--- config.mk ---
export PLATFORM = sky130hd
export DESIGN_NAME = bsc_queue
export DESIGN_NICKNAME = d
export VERILOG_FILES = /design/src/bsc_pkg.sv /design/src/bsc_queue.sv
export SDC_FILE = /design/constraint.sdc
export NUM_CORES = 1
export LEC_CHECK = 0
export BUFFER_PORTS_ARGS = -buffer_cell sky130_fd_sc_hd__buf_2
export CORE_ASPECT_RATIO = 1.1
export CORE_UTILIZATION = 45
export CTS_BUF_LIST = sky130_fd_sc_hd__clkbuf_4 sky130_fd_sc_hd__clkbuf_8
export DETAILED_ROUTE_END_ITERATION = 10
export PLACE_DENSITY = 0.67
export SYNTH_ARGS = -nofsm -noshare
export SYNTH_HDL_FRONTEND = slang
export SYNTH_SLANG_ARGS = --single-unit
export TNS_END_PERCENT = 5
--- constraint.sdc ---
create_clock -name aclk -period 2.05 [get_ports aclk]
set_input_delay 0.1025 -clock aclk [delete_from_list [all_inputs] [get_ports aclk]]
set_output_delay 0.1025 -clock aclk [all_outputs]
set_load 0.1 [all_outputs]
--- src/bsc_pkg.sv ---
// Shared types, constants and calibration decoding for the compensation core.
package bsc_pkg;

    localparam int RAW_W     = 24;
    localparam int TEMP_W    = 16;
    localparam int PRESS_W   = 23;
    localparam int CFG_W     = 64;
    localparam int HIGH_W    = 40;
    localparam int CFG_IDX_W = 2;

    localparam logic [CFG_IDX_W-1:0] REG_LOW  = 2'd0;
    localparam logic [CFG_IDX_W-1:0] REG_MID  = 2'd1;
    localparam logic [CFG_IDX_W-1:0] REG_HIGH = 2'd2;

    localparam int QUEUE_DEPTH = 4;

    // Multiplier partial products are CW x CW; the adder tree has 2**MUL_TREE_LV leaves.
    localparam int MUL_CW      = 32;
    localparam int MUL_TREE_LV = 4;
    localparam int MUL_LAT     = 3 + MUL_TREE_LV;

    localparam int ACC_W       = 212;
    localparam int PRESS_SHIFT = 175;
    localparam int PRESS_MAX   = 8388607;
    localparam int TEMP_MAX    = 32767;
    localparam int TEMP_MIN    = -32768;

    typedef logic signed [ACC_W-1:0] acc_t;

    typedef struct packed {
        logic [RAW_W-1:0] raw_pressure;
        logic [RAW_W-1:0] raw_temperature;
    } item_t;

    typedef struct packed {
        logic  valid;
        item_t item;
    } qhead_t;

    typedef struct packed {
        logic        [15:0] t1;
        logic signed [16:0] t2;
        logic signed [7:0]  t3;
        logic signed [17:0] p1m;
        logic signed [17:0] p2m;
        logic signed [7:0]  p3;
        logic signed [7:0]  p4;
        logic signed [16:0] p5;
        logic signed [16:0] p6;
        logic signed [7:0]  p7;
        logic signed [7:0]  p8;
        logic signed [15:0] p9;
        logic signed [7:0]  p10;
        logic signed [7:0]  p11;
    } coef_t;

    // Unpacks the 21 little-endian calibration bytes into coefficients; t1, t2, p5 and p6 are read as unsigned.
    function automatic coef_t cal_decode(input logic [CFG_W-1:0] lo,
                                         input logic [CFG_W-1:0] mid,
                                         input logic [HIGH_W-1:0] hi);
        logic [2*CFG_W+HIGH_W-1:0] b;
        coef_t c;
        b      = {hi, mid, lo};
        c.t1   = b[15:0];
        c.t2   = $signed({1'b0, b[31:16]});
        c.t3   = $signed(b[39:32]);
        c.p1m  = $signed({{2{b[55]}}, b[55:40]}) - 18'sd16384;
        c.p2m  = $signed({{2{b[71]}}, b[71:56]}) - 18'sd16384;
        c.p3   = $signed(b[79:72]);
        c.p4   = $signed(b[87:80]);
        c.p5   = $signed({1'b0, b[103:88]});
        c.p6   = $signed({1'b0, b[119:104]});
        c.p7   = $signed(b[127:120]);
        c.p8   = $signed(b[135:128]);
        c.p9   = $signed(b[151:136]);
        c.p10  = $signed(b[159:152]);
        c.p11  = $signed(b[167:160]);
        return c;
    endfunction

endpackage

--- src/bsc_queue.sv ---
// Front end: accepts requests and holds them in a short queue for the compute pipeline.
module bsc_queue #(
    parameter int DEPTH = bsc_pkg::QUEUE_DEPTH
) (
    input  logic            aclk,
    input  logic            aresetn,
    input  logic            s_valid,
    output logic            s_ready,
    input  bsc_pkg::item_t  s_item,
    input  logic            pop,
    output bsc_pkg::qhead_t head
);

    localparam int PTR_W = $clog2(DEPTH);
    localparam int CNT_W = $clog2(DEPTH + 1);

    bsc_pkg::item_t   mem_reg [0:DEPTH-1];
    logic [PTR_W-1:0] wr_ptr_reg, wr_ptr_next;
    logic [PTR_W-1:0] rd_ptr_reg, rd_ptr_next;
    logic [CNT_W-1:0] cnt_reg, cnt_next;
    logic             push;

    assign s_ready = (cnt_reg != CNT_W'(DEPTH));
    assign push    = s_valid && s_ready;

    // Pointers wrap at the last slot so depths that are not a power of two work.
    always_comb begin
        wr_ptr_next = wr_ptr_reg;
        rd_ptr_next = rd_ptr_reg;
        if (push) begin
            wr_ptr_next = (wr_ptr_reg == PTR_W'(DEPTH - 1)) ? '0 : wr_ptr_reg + 1'b1;
        end
        if (pop) begin
            rd_ptr_next = (rd_ptr_reg == PTR_W'(DEPTH - 1)) ? '0 : rd_ptr_reg + 1'b1;
        end
        unique case ({push, pop})
            2'b10:   cnt_next = cnt_reg + 1'b1;
            2'b01:   cnt_next = cnt_reg - 1'b1;
            default: cnt_next = cnt_reg;
        endcase
    end

    always_ff @(posedge aclk) begin
        if (!aresetn) begin
            wr_ptr_reg <= '0;
            rd_ptr_reg <= '0;
            cnt_reg    <= '0;
        end else begin
            wr_ptr_reg <= wr_ptr_next;
            rd_ptr_reg <= rd_ptr_next;
            cnt_reg    <= cnt_next;
        end
    end

    always_ff @(posedge aclk) begin
        if (push) begin
            mem_reg[wr_ptr_reg] <= s_item;
        end
    end

    assign head.valid = (cnt_reg != '0);
    assign head.item  = mem_reg[rd_ptr_reg];

endmodule

==> reports/results.tsv <==
stage	metric	value	unit
outcome	outcome	finished with violations	
outcome	violations	negative setup slack	
setup_path	cp_cell_sequence	or3b_4 -> and2_4 -> inv_4 -> ha_4 -> inv_2 -> fa_2 -> xor2_1 -> or3_1 -> a21boi_1	
global_route	grt_overflow	0	
setup_path	cp.required	2.45	ns
global_route	grt_pass1_vias	4062	
route	drt_iter0_drc	186	
synth	yosysTopAreaCellShare	77.8	%
clock_network	clock_latency	0.48	ns
clock_network	ctsHtreeMaxLevel	2	
synth	synthesis.area	7410	µm²
setup_path	path_buf_inv	2	
setup_path	worstPathArrival	2.51	ns
route	dr.pass1.iters	4	
finish	antennaDiodeCount	0	
global_route	antenna_found_initial	0	
synth	synth_cells	302	
synth	synth_top_cell_by_area	edfxtp_1	
timing	fmaxAchievable	0.475	GHz
timing	clock-skew-final	0.0134	ns
timing	maxSlewHeadroom	65.6	%
route	routed_wl	13.4	mm
setup_path	end_kind	register	
synth	synth_cell_types	28	
global_route	grt_pass1_wl	21.1	mm
clock_network	cts_root_buf	clkbuf_8	
global_route	grtUsageMet3	3.71	%
finish	largest_reg_flops	192	
placement	io_buffers	101	
power	power.share.switching	30.5	%
placement	hpwl	7.85	mm
setup_path	cpPeakStageDelay	0.39	ns
timing	rsz0062_at_grt	true	
route	vias_per_cell	5.14	
global_route	grtUsageMet2	28.5	%
setup_path	worstSetupStartpointType	register	
floorplanning	die_w	124	µm
placement	post_dp_cell_area	8300	µm²
floorplanning	io-pin-count	102	
power	internal_power	0.00741	W
finish	nNetsFinal	559	
route	vias	3698	
setup_path	critPathKind	reg2reg	
min_path	hold_class	in2reg	
power	power.share.combinational	22.9	%
finish	syn_to_final_growth	30.5	%
timing	worst_pin_slew	0.516	ns
setup_path	path_delay_family	simple AND/OR/NAND/NOR gates	
floorplanning	initial_core_util	46.5	%
timing	timing.final.crit_share	103	%
global_route	grtUsageTotal	16.3	%
finish	final_cell_mix	edfxtp_1, buf_2, dlygate4sd3_1	
finish	final_common_cell	edfxtp_1	
clock_network	cts_buffers	34	
clock_network	cts_tree	yes	
synth	seq_area_frac_synth	80.3	%
finish	fin_cells	720	
floorplanning	rows	48	
global_route	grt_use_met1	20.3	%
setup_path	critPathSlowestCell	or3b_4	
route	drcViolationCount	0	
global_route	grt_max_degree	49	
floorplanning	dieArea	17000	µm²
route	wl_per_cell	18.6	µm
power	leakagePower	3.38	nW
synth	yosys-top-cells-area	edfxtp_1, mux4_2, dfxtp_1, ha_1, buf_6	
power	seq_power_share	45.8	%
synth	yosysWarnings	0	
power	clockPowerShare	31.3	%
finish	final_layout_size_suffix_gt1_share	45.0	%
timing	finalCriticalPeriod	2.11	ns
power	irDropWorstVdd	0.697	mV
placement	dp_cells	610	
synth	yosys_register_bits	201	
timing	hold_viol	0	
timing	slew_viol_final	0	
placement	place_congestion	0.730	
synth	avgSynthCellArea	24.5	µm²
synth	synth_nets	361	
global_route	top_usage_layer	met2	
clock_network	clockBufferDepth	3	
timing	timing.final.ws_setup	-0.0570	ns
clock_network	cts.clk_slew.worst_paths	0.05	ns
job	maxCapViolations	0	
setup_path	cp_max_fo	2	
power	power_density	1100	nW/µm²
route	ant_nets	0	
floorplanning	die_h	137	µm
clock_network	cts_sinks	201	
finish	stdcell_area	9670	µm²
timing	finalSetupViolCount	1	
placement	place_ws	-0.0613	ns
finish	fill_cells	1137	
floorplanning	core	15900	µm²
power	p_switching	0.00325	W
[kinds of logic after synthesis]
| group | after synthesis | synth area share [%] |
|---|---|---|
| AOI/OAI and AO/OA | 5 | 0.405 |
| and+or+nand+nor | 19 | 1.60 |
| DFF | 201 | 80.3 |
| buffers and inverters | 18 | 1.35 |
| adders and majority gates | 7 | 1.28 |
| muxes | 50 | 14.9 |
| xor gates and xnor gates | 2 | 0.236 |
[cell usage after synthesis]
master / n
o21a_1: 1
fa_1: 1
and2_1: 2
or3_2: 1
nand4_1: 1
a21boi_0: 1
inv_1: 6
o21ai_0: 2
and2_4: 1
buf_6: 3
buf_4: 1
nor2b_1: 2
edfxtp_1: 192
nor3b_1: 1
mux4_2: 48
or3_1: 1
nor2_1: 1
o21ai_1: 1
nand2_1: 4
and3_2: 4
buf_2: 5
or3b_1: 1
dfxtp_1: 9
mux2i_1: 2
xnor2_1: 1
xor2_1: 1
clkbuf_1: 3
ha_1: 6
[power by group through the flow]
stage	Clock, W	Combinational, W	Sequential [W]
floorplan	0	0.00182	0.00495
global placement	0	0.00221	0.00495
detailed placement	0	0.00223	0.00498
CTS	0.00344	0.00243	0.00489
global route	0.00359	0.00254	0.00491
finish	0.00334	0.00244	0.00489
[metal layers]
metal | up-vias | wire length [µm]
li1 | 1672 | -
met1 | 1910 | 5640
met2 | 96 | 6980
met3 | 20 | 581
met4 | 0 | 212
met5 | - | 0
[layout make-up]
cell class / count / area, µm² / area share (%)
clock buffer: 46 / 571 / 5.90
timing repair buffer: 174 / 1420 / 14.7
inverter: 6 / 25.0 / 0.259
sequential: 201 / 5950 / 61.6
tap: 200 / 250 / 2.59
clock inverter: 10 / 68.8 / 0.712
multi-input combinational: 83 / 1380 / 14.3
[stage by stage]
| stage | hold WS, ns | utilization (%) | power (W) | TNS (ns) |
|---|---|---|---|---|
| after floorplan | 0.201 | - | 0.00677 | -0.204 |
| after global placement | 0.312 | 52.2 | 0.00716 | 0 |
| after detailed placement | 0.323 | 52.2 | 0.00721 | -0.0613 |
| after CTS | 0.0311 | 60.5 | 0.0108 | -0.299 |
| after global routing | 0.0383 | 60.7 | 0.0110 | -0.633 |
| final | 0.0617 | 60.7 | 0.0107 | -0.0570 |
[final timing paths]
kind / start / end / slack (ns) / cells past startpoint
hold reg to reg: wr_ptr_reg[1] / wr_ptr_reg[1] / 0.51 / 2
setup reg to reg: cnt_reg[0] / cnt_reg[2] / -0.06 / 9
hold / removal: pop / register / 0.06 / 3
setup / recovery: cnt_reg[0] / cnt_reg[2] / -0.06 / 9
[worst register-to-register path, cell delays in order (launching register included)]
cell      delay, ns
dfxtp_2        0.32
or3b_4         0.39
and2_4         0.16
inv_4          0.05
ha_4           0.13
inv_2          0.04
fa_2           0.34
xor2_1         0.15
or3_1          0.32
a21boi_1       0.13
[repair_timing]
item,in CTS,in global routing
buffers inserted,1,0
endpoints found under the setup margin,44,30
hold buffers,52,0
gates cloned,1,0
endpoints found under the hold margin,201,0
gates resized for setup,43,33
Note: power is estimated with default switching activity, not from simulation.
